File: src/rtl/core/pwrr_pkg.sv
// shared types and constants of the priority weighted round robin picker
`default_nettype none

package pwrr_pkg;

   localparam int FIELD_W = 16;
   localparam int SLOT_W  = 4;

   localparam logic CMD_WRITE = 1'b0;
   localparam logic CMD_PICK  = 1'b1;

   typedef struct packed {
      logic               command;
      logic [SLOT_W-1:0]  entry_slot;
      logic [FIELD_W-1:0] new_priority;
      logic [FIELD_W-1:0] new_weight;
      logic               new_valid;
   } req_type;

   typedef struct packed {
      logic              found;
      logic [SLOT_W-1:0] granted_slot;
   } rsp_type;

   typedef struct packed {
      logic lt;
      logic eq;
   } cmp_type;

endpackage

`default_nettype wire

File: src/rtl/core/pwrr_ram.sv
// generic simple dual port ram with registered read
`default_nettype none

module pwrr_ram #(
   parameter int WIDTH = 32,
   parameter int DEPTH = 16,
   localparam int ADDR_W = (DEPTH > 1) ? $clog2(DEPTH) : 1
) (
   input  wire logic              clock,
   input  wire logic              wr_en,
   input  wire logic [ADDR_W-1:0] wr_addr,
   input  wire logic [WIDTH-1:0]  wr_data,
   input  wire logic              rd_en,
   input  wire logic [ADDR_W-1:0] rd_addr,
   output logic      [WIDTH-1:0]  rd_data
);

   logic [WIDTH-1:0] mem_ff [DEPTH];
   logic [WIDTH-1:0] rd_data_ff;

   always_ff @(posedge clock) begin
      if (wr_en) begin
         mem_ff[wr_addr] <= wr_data;
      end
      if (rd_en) begin
         rd_data_ff <= mem_ff[rd_addr];
      end
   end

   assign rd_data = rd_data_ff;

endmodule

`default_nettype wire

File: src/rtl/core/pwrr_unit.sv
// shared compare and add unit used by every pass of the picker
`default_nettype none

module pwrr_unit #(
   parameter int WIDTH = 20
) (
   input  wire logic [WIDTH-1:0] lhs,
   input  wire logic [WIDTH-1:0] rhs,
   input  wire logic [WIDTH-1:0] acc,
   input  wire logic [WIDTH-1:0] addend,
   output pwrr_pkg::cmp_type     cmp,
   output logic      [WIDTH-1:0] sum
);

   assign cmp.lt = (lhs < rhs);
   assign cmp.eq = (lhs == rhs);
   assign sum    = acc + addend;

endmodule

`default_nettype wire

File: src/rtl/core/priority_weighted_round_robin_picker.sv
// top level: priority weighted round robin picker over an entry table in ram
// a write word is done in the cycle it is taken; a pick reads the table ram one entry per
// cycle in its min and group sum passes, with one shared compare unit; the min pass always
// runs, the group sum pass only on a table with a present entry, the weight fix pass and
// second scan round only when needed; next word taken while the result word is first shown
// reset (synchronous) clears valid marks, use counts and cursor at once, no clearing pass
`default_nettype none

module priority_weighted_round_robin_picker #(
   parameter int ENTRIES = 16
) (
   input  wire logic              clock,
   input  wire logic              reset,
   input  wire logic              req_valid,
   output logic                   req_stall,
   input  wire pwrr_pkg::req_type req_data,
   output logic                   rsp_valid,
   input  wire logic              rsp_stall,
   output pwrr_pkg::rsp_type      rsp_data
);

   localparam int FW       = pwrr_pkg::FIELD_W;
   localparam int IDX_W    = (ENTRIES > 1) ? $clog2(ENTRIES) : 1;
   localparam int CNT_W    = $clog2(ENTRIES + 1);
   localparam int ACC_W    = FW + IDX_W;
   localparam int ENTRY_W  = 2 * FW;
   localparam logic [IDX_W-1:0] LAST_IDX = IDX_W'(ENTRIES - 1);
   localparam logic [CNT_W-1:0] CNT_END  = CNT_W'(ENTRIES);

   typedef enum logic [2:0] {
      ST_IDLE,
      ST_MIN,
      ST_SUM,
      ST_FIX,
      ST_SCAN,
      ST_WAIT,
      ST_RESULT
   } state_type;

   state_type         state_ff, state_in;
   logic [CNT_W-1:0]  idx_ff, idx_in;
   logic              pend_ff, pend_in;
   logic [IDX_W-1:0]  pidx_ff, pidx_in;
   logic [FW-1:0]     best_ff, best_in;
   logic              any_ff, any_in;
   logic [ACC_W-1:0]  total_ff, total_in;
   logic [ACC_W-1:0]  sum_ff, sum_in;
   logic [CNT_W-1:0]  steps_ff, steps_in;
   logic              round2_ff, round2_in;
   logic [IDX_W-1:0]  cursor_ff, cursor_in;
   logic [ENTRIES-1:0] valid_ff, valid_in;
   logic [ENTRIES-1:0] live_ff, live_in;
   logic [ENTRIES-1:0] member_ff, member_in;
   pwrr_pkg::rsp_type res_ff, res_in;
   logic              rsp_valid_ff, rsp_valid_in;
   pwrr_pkg::rsp_type rsp_data_ff, rsp_data_in;

   // table ram: priority in the upper half, weight in the lower half
   logic               pw_wr_en;
   logic [IDX_W-1:0]   pw_wr_addr;
   logic [ENTRY_W-1:0] pw_wr_data;
   logic               pw_rd_en;
   logic [IDX_W-1:0]   pw_rd_addr;
   logic [ENTRY_W-1:0] pw_rd_data;
   logic               uses_wr_en;
   logic [FW-1:0]      uses_wr_data;
   logic               uses_rd_en;
   logic [FW-1:0]      uses_rd_data;

   logic [FW-1:0]     rd_prio;
   logic [FW-1:0]     rd_weight;
   logic [FW-1:0]     uses_eff;
   logic [IDX_W-1:0]  slot_idx;
   logic              slot_in_range;
   logic [IDX_W-1:0]  cursor_next;

   logic [ACC_W-1:0]  u_lhs, u_rhs, u_acc, u_addend, u_sum;
   pwrr_pkg::cmp_type u_cmp;

   assign rd_prio       = pw_rd_data[ENTRY_W-1:FW];
   assign rd_weight     = pw_rd_data[FW-1:0];
   assign uses_eff      = live_ff[cursor_ff] ? uses_rd_data : '0;
   assign slot_idx      = IDX_W'(req_data.entry_slot);
   assign slot_in_range = (32'(req_data.entry_slot) < ENTRIES);
   assign cursor_next   = (cursor_ff == LAST_IDX) ? '0 : cursor_ff + 1'b1;

   pwrr_ram #(
      .WIDTH(ENTRY_W),
      .DEPTH(ENTRIES)
   ) u_table_ram (
      .clock  (clock),
      .wr_en  (pw_wr_en),
      .wr_addr(pw_wr_addr),
      .wr_data(pw_wr_data),
      .rd_en  (pw_rd_en),
      .rd_addr(pw_rd_addr),
      .rd_data(pw_rd_data)
   );

   pwrr_ram #(
      .WIDTH(FW),
      .DEPTH(ENTRIES)
   ) u_uses_ram (
      .clock  (clock),
      .wr_en  (uses_wr_en),
      .wr_addr(cursor_ff),
      .wr_data(uses_wr_data),
      .rd_en  (uses_rd_en),
      .rd_addr(pw_rd_addr),
      .rd_data(uses_rd_data)
   );

   pwrr_unit #(
      .WIDTH(ACC_W)
   ) u_unit (
      .lhs   (u_lhs),
      .rhs   (u_rhs),
      .acc   (u_acc),
      .addend(u_addend),
      .cmp   (u_cmp),
      .sum   (u_sum)
   );

   // operand selection for the shared unit
   always_comb begin
      u_lhs    = '0;
      u_rhs    = '0;
      u_acc    = total_ff;
      u_addend = '0;
      case (state_ff)
         ST_MIN, ST_SUM: begin
            u_lhs    = ACC_W'(rd_prio);
            u_rhs    = ACC_W'(best_ff);
            u_addend = ACC_W'(rd_weight);
         end
         ST_FIX: begin
            u_addend = ACC_W'(1'b1);
         end
         ST_SCAN: begin
            u_lhs = sum_ff;
            u_rhs = total_ff;
         end
         ST_WAIT: begin
            u_lhs    = ACC_W'(uses_eff);
            u_rhs    = ACC_W'(rd_weight);
            u_acc    = sum_ff;
            u_addend = ACC_W'(uses_eff);
         end
         default: begin
            u_acc = total_ff;
         end
      endcase
   end

   always_comb begin
      state_in     = state_ff;
      idx_in       = idx_ff;
      pend_in      = pend_ff;
      pidx_in      = pidx_ff;
      best_in      = best_ff;
      any_in       = any_ff;
      total_in     = total_ff;
      sum_in       = sum_ff;
      steps_in     = steps_ff;
      round2_in    = round2_ff;
      cursor_in    = cursor_ff;
      valid_in     = valid_ff;
      live_in      = live_ff;
      member_in    = member_ff;
      res_in       = res_ff;
      rsp_valid_in = rsp_valid_ff;
      rsp_data_in  = rsp_data_ff;
      pw_wr_en     = 1'b0;
      pw_wr_addr   = slot_idx;
      pw_wr_data   = {req_data.new_priority, req_data.new_weight};
      pw_rd_en     = 1'b0;
      pw_rd_addr   = idx_ff[IDX_W-1:0];
      uses_wr_en   = 1'b0;
      uses_wr_data = uses_eff + 1'b1;
      uses_rd_en   = 1'b0;

      if (rsp_valid_ff && !rsp_stall) begin
         rsp_valid_in = 1'b0;
      end

      case (state_ff)
         ST_IDLE: begin
            if (req_valid) begin
               if (req_data.command == pwrr_pkg::CMD_WRITE) begin
                  if (slot_in_range) begin
                     pw_wr_en           = 1'b1;
                     valid_in[slot_idx] = req_data.new_valid;
                     live_in[slot_idx]  = 1'b0;
                  end
               end else begin
                  idx_in   = '0;
                  pend_in  = 1'b0;
                  any_in   = 1'b0;
                  state_in = ST_MIN;
               end
            end
         end

         ST_MIN, ST_SUM: begin
            // one table read issued per cycle, data handled in the next cycle
            if (idx_ff < CNT_END) begin
               pw_rd_en = 1'b1;
               idx_in   = idx_ff + 1'b1;
               pend_in  = 1'b1;
               pidx_in  = idx_ff[IDX_W-1:0];
            end else begin
               pend_in = 1'b0;
            end
            if (pend_ff) begin
               if (state_ff == ST_MIN) begin
                  if (valid_ff[pidx_ff] && (!any_ff || u_cmp.lt)) begin
                     best_in = rd_prio;
                     any_in  = 1'b1;
                  end
               end else begin
                  member_in[pidx_ff] = valid_ff[pidx_ff] && u_cmp.eq;
                  if (valid_ff[pidx_ff] && u_cmp.eq) begin
                     total_in = u_sum;
                  end
               end
               if (pidx_ff == LAST_IDX) begin
                  idx_in  = '0;
                  pend_in = 1'b0;
                  if (state_ff == ST_MIN) begin
                     if (any_in) begin
                        total_in = '0;
                        state_in = ST_SUM;
                     end else begin
                        res_in   = '0;
                        state_in = ST_RESULT;
                     end
                  end else begin
                     sum_in    = '0;
                     steps_in  = '0;
                     round2_in = 1'b0;
                     state_in  = (total_in == '0) ? ST_FIX : ST_SCAN;
                  end
               end
            end
         end

         ST_FIX: begin
            // zero weight group: every member gets weight one
            if (member_ff[idx_ff[IDX_W-1:0]]) begin
               pw_wr_en   = 1'b1;
               pw_wr_addr = idx_ff[IDX_W-1:0];
               pw_wr_data = {best_ff, FW'(1)};
               total_in   = u_sum;
            end
            idx_in = idx_ff + 1'b1;
            if (idx_ff[IDX_W-1:0] == LAST_IDX) begin
               state_in = ST_SCAN;
            end
         end

         ST_SCAN: begin
            if (u_cmp.lt && (steps_ff < CNT_END)) begin
               steps_in  = steps_ff + 1'b1;
               cursor_in = cursor_next;
               if (member_ff[cursor_next]) begin
                  pw_rd_en   = 1'b1;
                  uses_rd_en = 1'b1;
                  pw_rd_addr = cursor_next;
                  state_in   = ST_WAIT;
               end
            end else if (!round2_ff) begin
               // round used up: clear all use counts and scan again
               live_in   = '0;
               round2_in = 1'b1;
               sum_in    = '0;
               steps_in  = '0;
            end else begin
               res_in   = '0;
               state_in = ST_RESULT;
            end
         end

         ST_WAIT: begin
            if (u_cmp.lt) begin
               uses_wr_en          = 1'b1;
               live_in[cursor_ff]  = 1'b1;
               res_in.found        = 1'b1;
               res_in.granted_slot = pwrr_pkg::SLOT_W'(cursor_ff);
               state_in            = ST_RESULT;
            end else begin
               sum_in   = u_sum;
               state_in = ST_SCAN;
            end
         end

         ST_RESULT: begin
            if (!rsp_valid_ff || !rsp_stall) begin
               rsp_valid_in = 1'b1;
               rsp_data_in  = res_ff;
               state_in     = ST_IDLE;
            end
         end

         default: begin
            state_in = ST_IDLE;
         end
      endcase
   end

   always_ff @(posedge clock) begin
      if (reset) begin
         state_ff     <= ST_IDLE;
         pend_ff      <= 1'b0;
         cursor_ff    <= '0;
         valid_ff     <= '0;
         live_ff      <= '0;
         rsp_valid_ff <= 1'b0;
      end else begin
         state_ff     <= state_in;
         pend_ff      <= pend_in;
         cursor_ff    <= cursor_in;
         valid_ff     <= valid_in;
         live_ff      <= live_in;
         rsp_valid_ff <= rsp_valid_in;
      end
      idx_ff      <= idx_in;
      pidx_ff     <= pidx_in;
      best_ff     <= best_in;
      any_ff      <= any_in;
      total_ff    <= total_in;
      sum_ff      <= sum_in;
      steps_ff    <= steps_in;
      round2_ff   <= round2_in;
      member_ff   <= member_in;
      res_ff      <= res_in;
      rsp_data_ff <= rsp_data_in;
   end

   assign req_stall = (state_ff != ST_IDLE);
   assign rsp_valid = rsp_valid_ff;
   assign rsp_data  = rsp_data_ff;

endmodule

`default_nettype wire

File: config.mk
export PLATFORM = sky130hd
export DESIGN_NAME = priority_weighted_round_robin_picker
export DESIGN_NICKNAME = d
export VERILOG_FILES = /design/src/rtl/core/pwrr_pkg.sv /design/src/rtl/core/pwrr_ram.sv /design/src/rtl/core/pwrr_unit.sv /design/src/rtl/core/priority_weighted_round_robin_picker.sv
export SDC_FILE = /design/constraint.sdc
export NUM_CORES = 1
export LEC_CHECK = 0
export ABC_AREA = 1
export BUFFER_PORTS_ARGS = -buffer_cell sky130_fd_sc_hd__buf_2
export CELL_PAD_IN_SITES_DETAIL_PLACEMENT = 1
export CELL_PAD_IN_SITES_GLOBAL_PLACEMENT = 1
export CORE_MARGIN = 8
export CORE_UTILIZATION = 30
export DETAILED_ROUTE_END_ITERATION = 10
export PLACE_DENSITY_LB_ADDON = 0.2
export SKIP_CTS_REPAIR_TIMING = 1
export SYNTH_ARGS = -nofsm -noshare
export SYNTH_HDL_FRONTEND = slang
export SYNTH_HIERARCHICAL = 1
export SYNTH_SLANG_ARGS = --single-unit
File: constraint.sdc
create_clock -name clock -period 11.59 [get_ports clock]
set_clock_uncertainty 0.1 [all_clocks]
set_input_delay 2.318 -clock clock [delete_from_list [all_inputs] [get_ports clock]]
set_output_delay 2.318 -clock clock [all_outputs]
set_load 0.05 [all_outputs]
# Word-level counts from Yosys, hierarchy flattened
# Memory sizes are Yosys's and may differ from the RTL's. A register that Yosys moved wholly into a read port is not among the register bits.
# Cells that the tools add are included.
[classes]
n_mux = 120
n_reduce_logical = 38
n_addsub = 5
order_cmp = 11
bitwise = 5
eq_ne = 29
[op_table]
columns = ["op", "n"]
rows = [
  ["$mux W20", 16],
  ["$pmux W20 S3", 3],
  ["$mux W16", 6],
  ["$pmux W16 S3", 2],
  ["$mux W5", 17],
  ["$mux W32", 2],
  ["$pmux W20 S2", 1],
  ["$mux W1", 36],
  ["$mux W3", 12],
  ["$bwmux W16", 2],
  ["$ne A2 B2 Y1 const B", 16],
  ["$pmux W5 S3", 2],
  ["$lt A4 B5 Y1 const B", 5],
  ["$mux W4", 6],
  ["$add A20 B16 Y20", 1],
  ["$eq A20 B20 Y1", 1],
  ["$logic_not A20 Y1", 1],
  ["$lt A20 B20 Y1", 1],
  ["$pmux W3 S6", 1],
  ["$add A16 B1 Y16 const B", 1],
  ["$and A16 B16 Y16", 1],
  ["$bmux W1 S4", 4],
  ["$not A16 Y16", 1],
  ["$or A16 B16 Y16", 1],
  ["28 further kinds", 69],
]
[word_totals]
n_memories = 2
out_inout_bits = 7
ramBits = 768
regBits = 139
[mem_list]
columns = ["memory", "words", "word_bits", "rd", "rd_clocked_by_memory_dff", "wr", "line_no", "text"]
rows = [
  ["u_table_ram.mem_ff", 16, 32, 1, 1, 1, "pwrr_ram.sv:18", "logic [WIDTH-1:0] mem_ff [DEPTH];"],
  ["u_uses_ram.mem_ff", 16, 16, 1, 1, 1, "pwrr_ram.sv:18", ""],
]

# Longest topological paths before layout
[logic_depth]
depth_word = 16
ltp_mapped = 41
depth_no_buf = 35

# Modules after synthesis
# Netlist, hierarchy kept.
[by_module_without_submodules]
columns = ["module", "seq_area_each_um2", "cells_each", "instances", "area_each_um2"]
rows = [
  ["pwrr_ram at u_table_ram", 16335.7, 2120, 1, 23050.9],
  ["pwrr_ram at u_uses_ram", 8167.8, 1074, 1, 11541.1],
  ["priority_weighted_round_robin_picker", 3763.6, 1202, 1, 8735.9],
  ["pwrr_unit", 0.0, 306, 1, 1706.6],
]

# Worst setup path before layout
# Ideal clock, no wire load.
[synth_timing]
path_type = "flip-flop to flip-flop"
startpoint = "register cursor_ff[0]"
endpoint = "register u_table_ram.rd_data_ff[0] (netlist: u_table_ram/rd_data[0]), read port of u_table_ram.mem_ff, enable pin"
path_slack_ns = 6.282
stages_incl_launch_ff = 29
required_time_ns = 11.057
path_buffers = 3
arrival_time_ns = 4.775
cell_sequence = "dfxtp_1 > buf_6 > inv_2 > buf_6 > o21ai_1 > nand2_1 > nand2_1 > nand2_1 > nor2_4 > inv_6 > buf_6 > nand2_1 > inv_1 > nand2_1 > nand2_1 > ha_1 > nand2_1 > nor2_1 > nand4_1 > nor2_1 > nand2_1 > nand2_1 > nor2_1 > inv_1 > nor2_1 > inv_1 > nor2_1 > clkinv_1 > o22ai_1"
[synth_lines]
columns = ["element", "line_no", "text"]
rows = [
  ["from (decl)", "priority_weighted_round_robin_picker.sv:50", "logic [IDX_W-1:0] cursor_ff, cursor_in;"],
  ["from (signal assigned)", "priority_weighted_round_robin_picker.sv:321", "cursor_ff <= cursor_in;"],
  ["to (decl)", "pwrr_ram.sv:19", "logic [WIDTH-1:0] rd_data_ff;"],
]

==> results.txt <==
Cell Area, Placed: 47400 µm²
Placed Instances: 6612
Starting Density: 30.1%
synth warn: 6
Die H: 403 µm
layout cell share with drive strength beyond 1: 7.51%
Std-Cell Core Area: 149000 µm²
f_max: 111 MHz
Hold Vio Cnt, Final: 0
Synth Flop Type: edfxtp_1
fin nets: 4798
GP Congestion: 0.832
clock buffer depth: 3
worst hold slack: 0.319 ns
WS Path Type: flop to flop
flop2flop setup slack: 2.55 ns
Min-Delay Path Class: flop to flop
wire per inst: 22.0 µm
Syn Area/Cell: 9.58 µm²
vias in the first global route: 33165
PD cells: 246 nW/µm²
final instance area: 50700 µm²
drt initial violations: 2120
crit-path most repeated cell: nand2_1
non-filler cells, final: 6812
post-DP HPWL: 84300 µm
Tmin final: 9.04 ns
Layout area overhead: 12.7%
GRT Total Usage: 18.0%
final worst-path cycle share: 78.0%
site row count: 142
RSZ-0062 raised after global routing: false
Vias: 32456
Mapped Cells: 4702
CP Max Fanout: 64
Setup TNS: 0 ns
first-pass GRT wire length: 221000 µm
routed wire length: 150000 µm
Die X: 403 µm
filler instances: 16982
max-slew violation count: 0
Clock Latency Late Sink: 0.74 ns
largest cells by area after synthesis: edfxtp_1, nand2_1, nand3_1, inv_1, dfxtp_1
endpoints failing setup: 0
CTS tree: built
Lkg Pwr: 21.1 nW
TritonCTS Buffers: 110
Startpoint Class: flop
fraction of registers with async set/reset: 0%
Clock transition at path regs: 0.06 ns
post-DR vias/cell: 4.76
I/O pin count: 49
Final Util: 34.0%
# DRC: 0
slowest CP cell: buf_4
largest net degree at the start of global routing: 142
Worst EP required: 11.95 ns
critical path arrival: 9.39 ns
Antenna Violating Nets Remaining: 0
root buffer cell: clkbuf_16
first drt pass iteration count: 5
status: finished clean
Yosys reg bits: 955
relative slew slack: 9.33%
CTS Sinks: 955
VDD IR max: 0.000200 V
die area: 163000 µm²
Slew @ Worst Pin: 1.36 ns
Post-synth EDFFs: 914
post-synthesis sequential area ratio: 62.8%
H-tree levels: 3
distinct cell type count after synthesis: 52
crit end category: flop
Max stage delay on crit path: 0.74 ns
Post-Synthesis Cell Area: 45000 µm²
initial antenna violation count: 2
share of the synthesized area in the top cell type: 60.9%
Ant. Diodes: 0
total gr overflow: 0
Max Cap Viol: 0
post-synth top area cell: edfxtp_1
port bufs: 48
[critical path: cells and delay by family, from the launching register on]
kind / cells / cell delay, ns
buffers and inverters: 12 / 4.21
adder cells (fa/ha/maj): 1 / 0.27
AND/OR/NAND/NOR: 16 / 2.89
flip-flops: 1 / 0.50
AO/OA/AOI/OAI: 3 / 0.61
[Yosys cell counts (17+ instances only)]
library cell  instances
buf_6                35
ha_1                 47
edfxtp_1            914
nor2_1              200
a21oi_1              92
nand3_1             659
inv_2                17
buf_2                70
a22oi_1              25
nand2_1            1412
xor2_1               21
buf_1                23
inv_1               789
o21ai_0             122
nor3_1               18
clkbuf_1             59
buf_4                27
dfxtp_1              41
[cell usage in the layout, fill, tap and decap left out, drive strengths merged, types with 41 or more instances in the layout]
cell type | synthesis | layout
edfxtp | 914 | 914
ha | 47 | 47
a21oi | 93 | 93
buf | 156 | 106
nand3 | 666 | 666
nor2 | 215 | 215
o21ai | 135 | 135
nand2 | 1425 | 1425
dfxtp | 41 | 41
clkbuf | 59 | 139
clkinv | 3 | 50
inv | 808 | 811
[cell families after synthesis]
group                      Yosys count  synth area share, %
and+or+nand+nor                   2351                 22.1
adders and majority gates           48                 1.35
other                                1              0.00833
AOI/OAI and AO/OA                  296                 3.67
DFF                                955                 62.8
buffers and inverters             1026                 9.61
xor gates and xnor gates            25                0.486
[per-stage QoR]
stage	total power [W]	worst slack (ns)
3_5_place_dp	0.00927	2.51
3_3_place_gp	0.00924	2.71
6_report	0.0125	2.55
4_1_cts	0.0126	2.43
5_1_grt	0.0133	1.62
2_1_floorplan	0.00774	6.28
[registers in the layout (all words and copies together), names as in the netlist, 20 cells and up]
register / cells
total_ff: 20
sum_ff: 20
u_table_ram/rd_data: 32
u_table_ram/mem_ff: 512
u_uses_ram/mem_ff: 256
[power by group]
part	total, W	internal [W]	leakage [nW]	switching, W
Clock	0.00332	0.00187	1.63	0.00145
Sequential	0.00437	0.00418	8.65	0.000185
Combinational	0.00479	0.00126	10.8	0.00353
Total	0.0125	0.00731	21.1	0.00517
[cell type report]
| class | count | area, µm² | share of cell area (%) |
|---|---|---|---|
| clock inverter | 61 | 482 | 0.949 |
| multi-input combinational | 2724 | 12800 | 25.2 |
| sequential | 955 | 28300 | 55.7 |
| clock buffer | 139 | 2880 | 5.68 |
| timing repair buffer | 106 | 713 | 1.41 |
| inverter | 811 | 3060 | 6.04 |
| tap | 2016 | 2520 | 4.97 |
[final timing paths]
| path | start | to | cells past startpoint |
|---|---|---|---|
| min | res_ff[4] | rsp_data[4] | 0 |
| max reg2reg | state_ff[2] | u_uses_ram/rd_data[2] | 32 |
| max | state_ff[2] | u_uses_ram/rd_data[2] | 32 |
| min reg2reg | res_ff[4] | rsp_data[4] | 0 |
[metal layers]
metal / share of wire (%) / track usage (%)
met1: 46 / 24.3
met2: 47 / 29.9
met3: 4.1 / 2.69
met4: 3.5 / 5.86
met5: 0 / 0
Note: power is estimated with default switching activity, not from simulation.
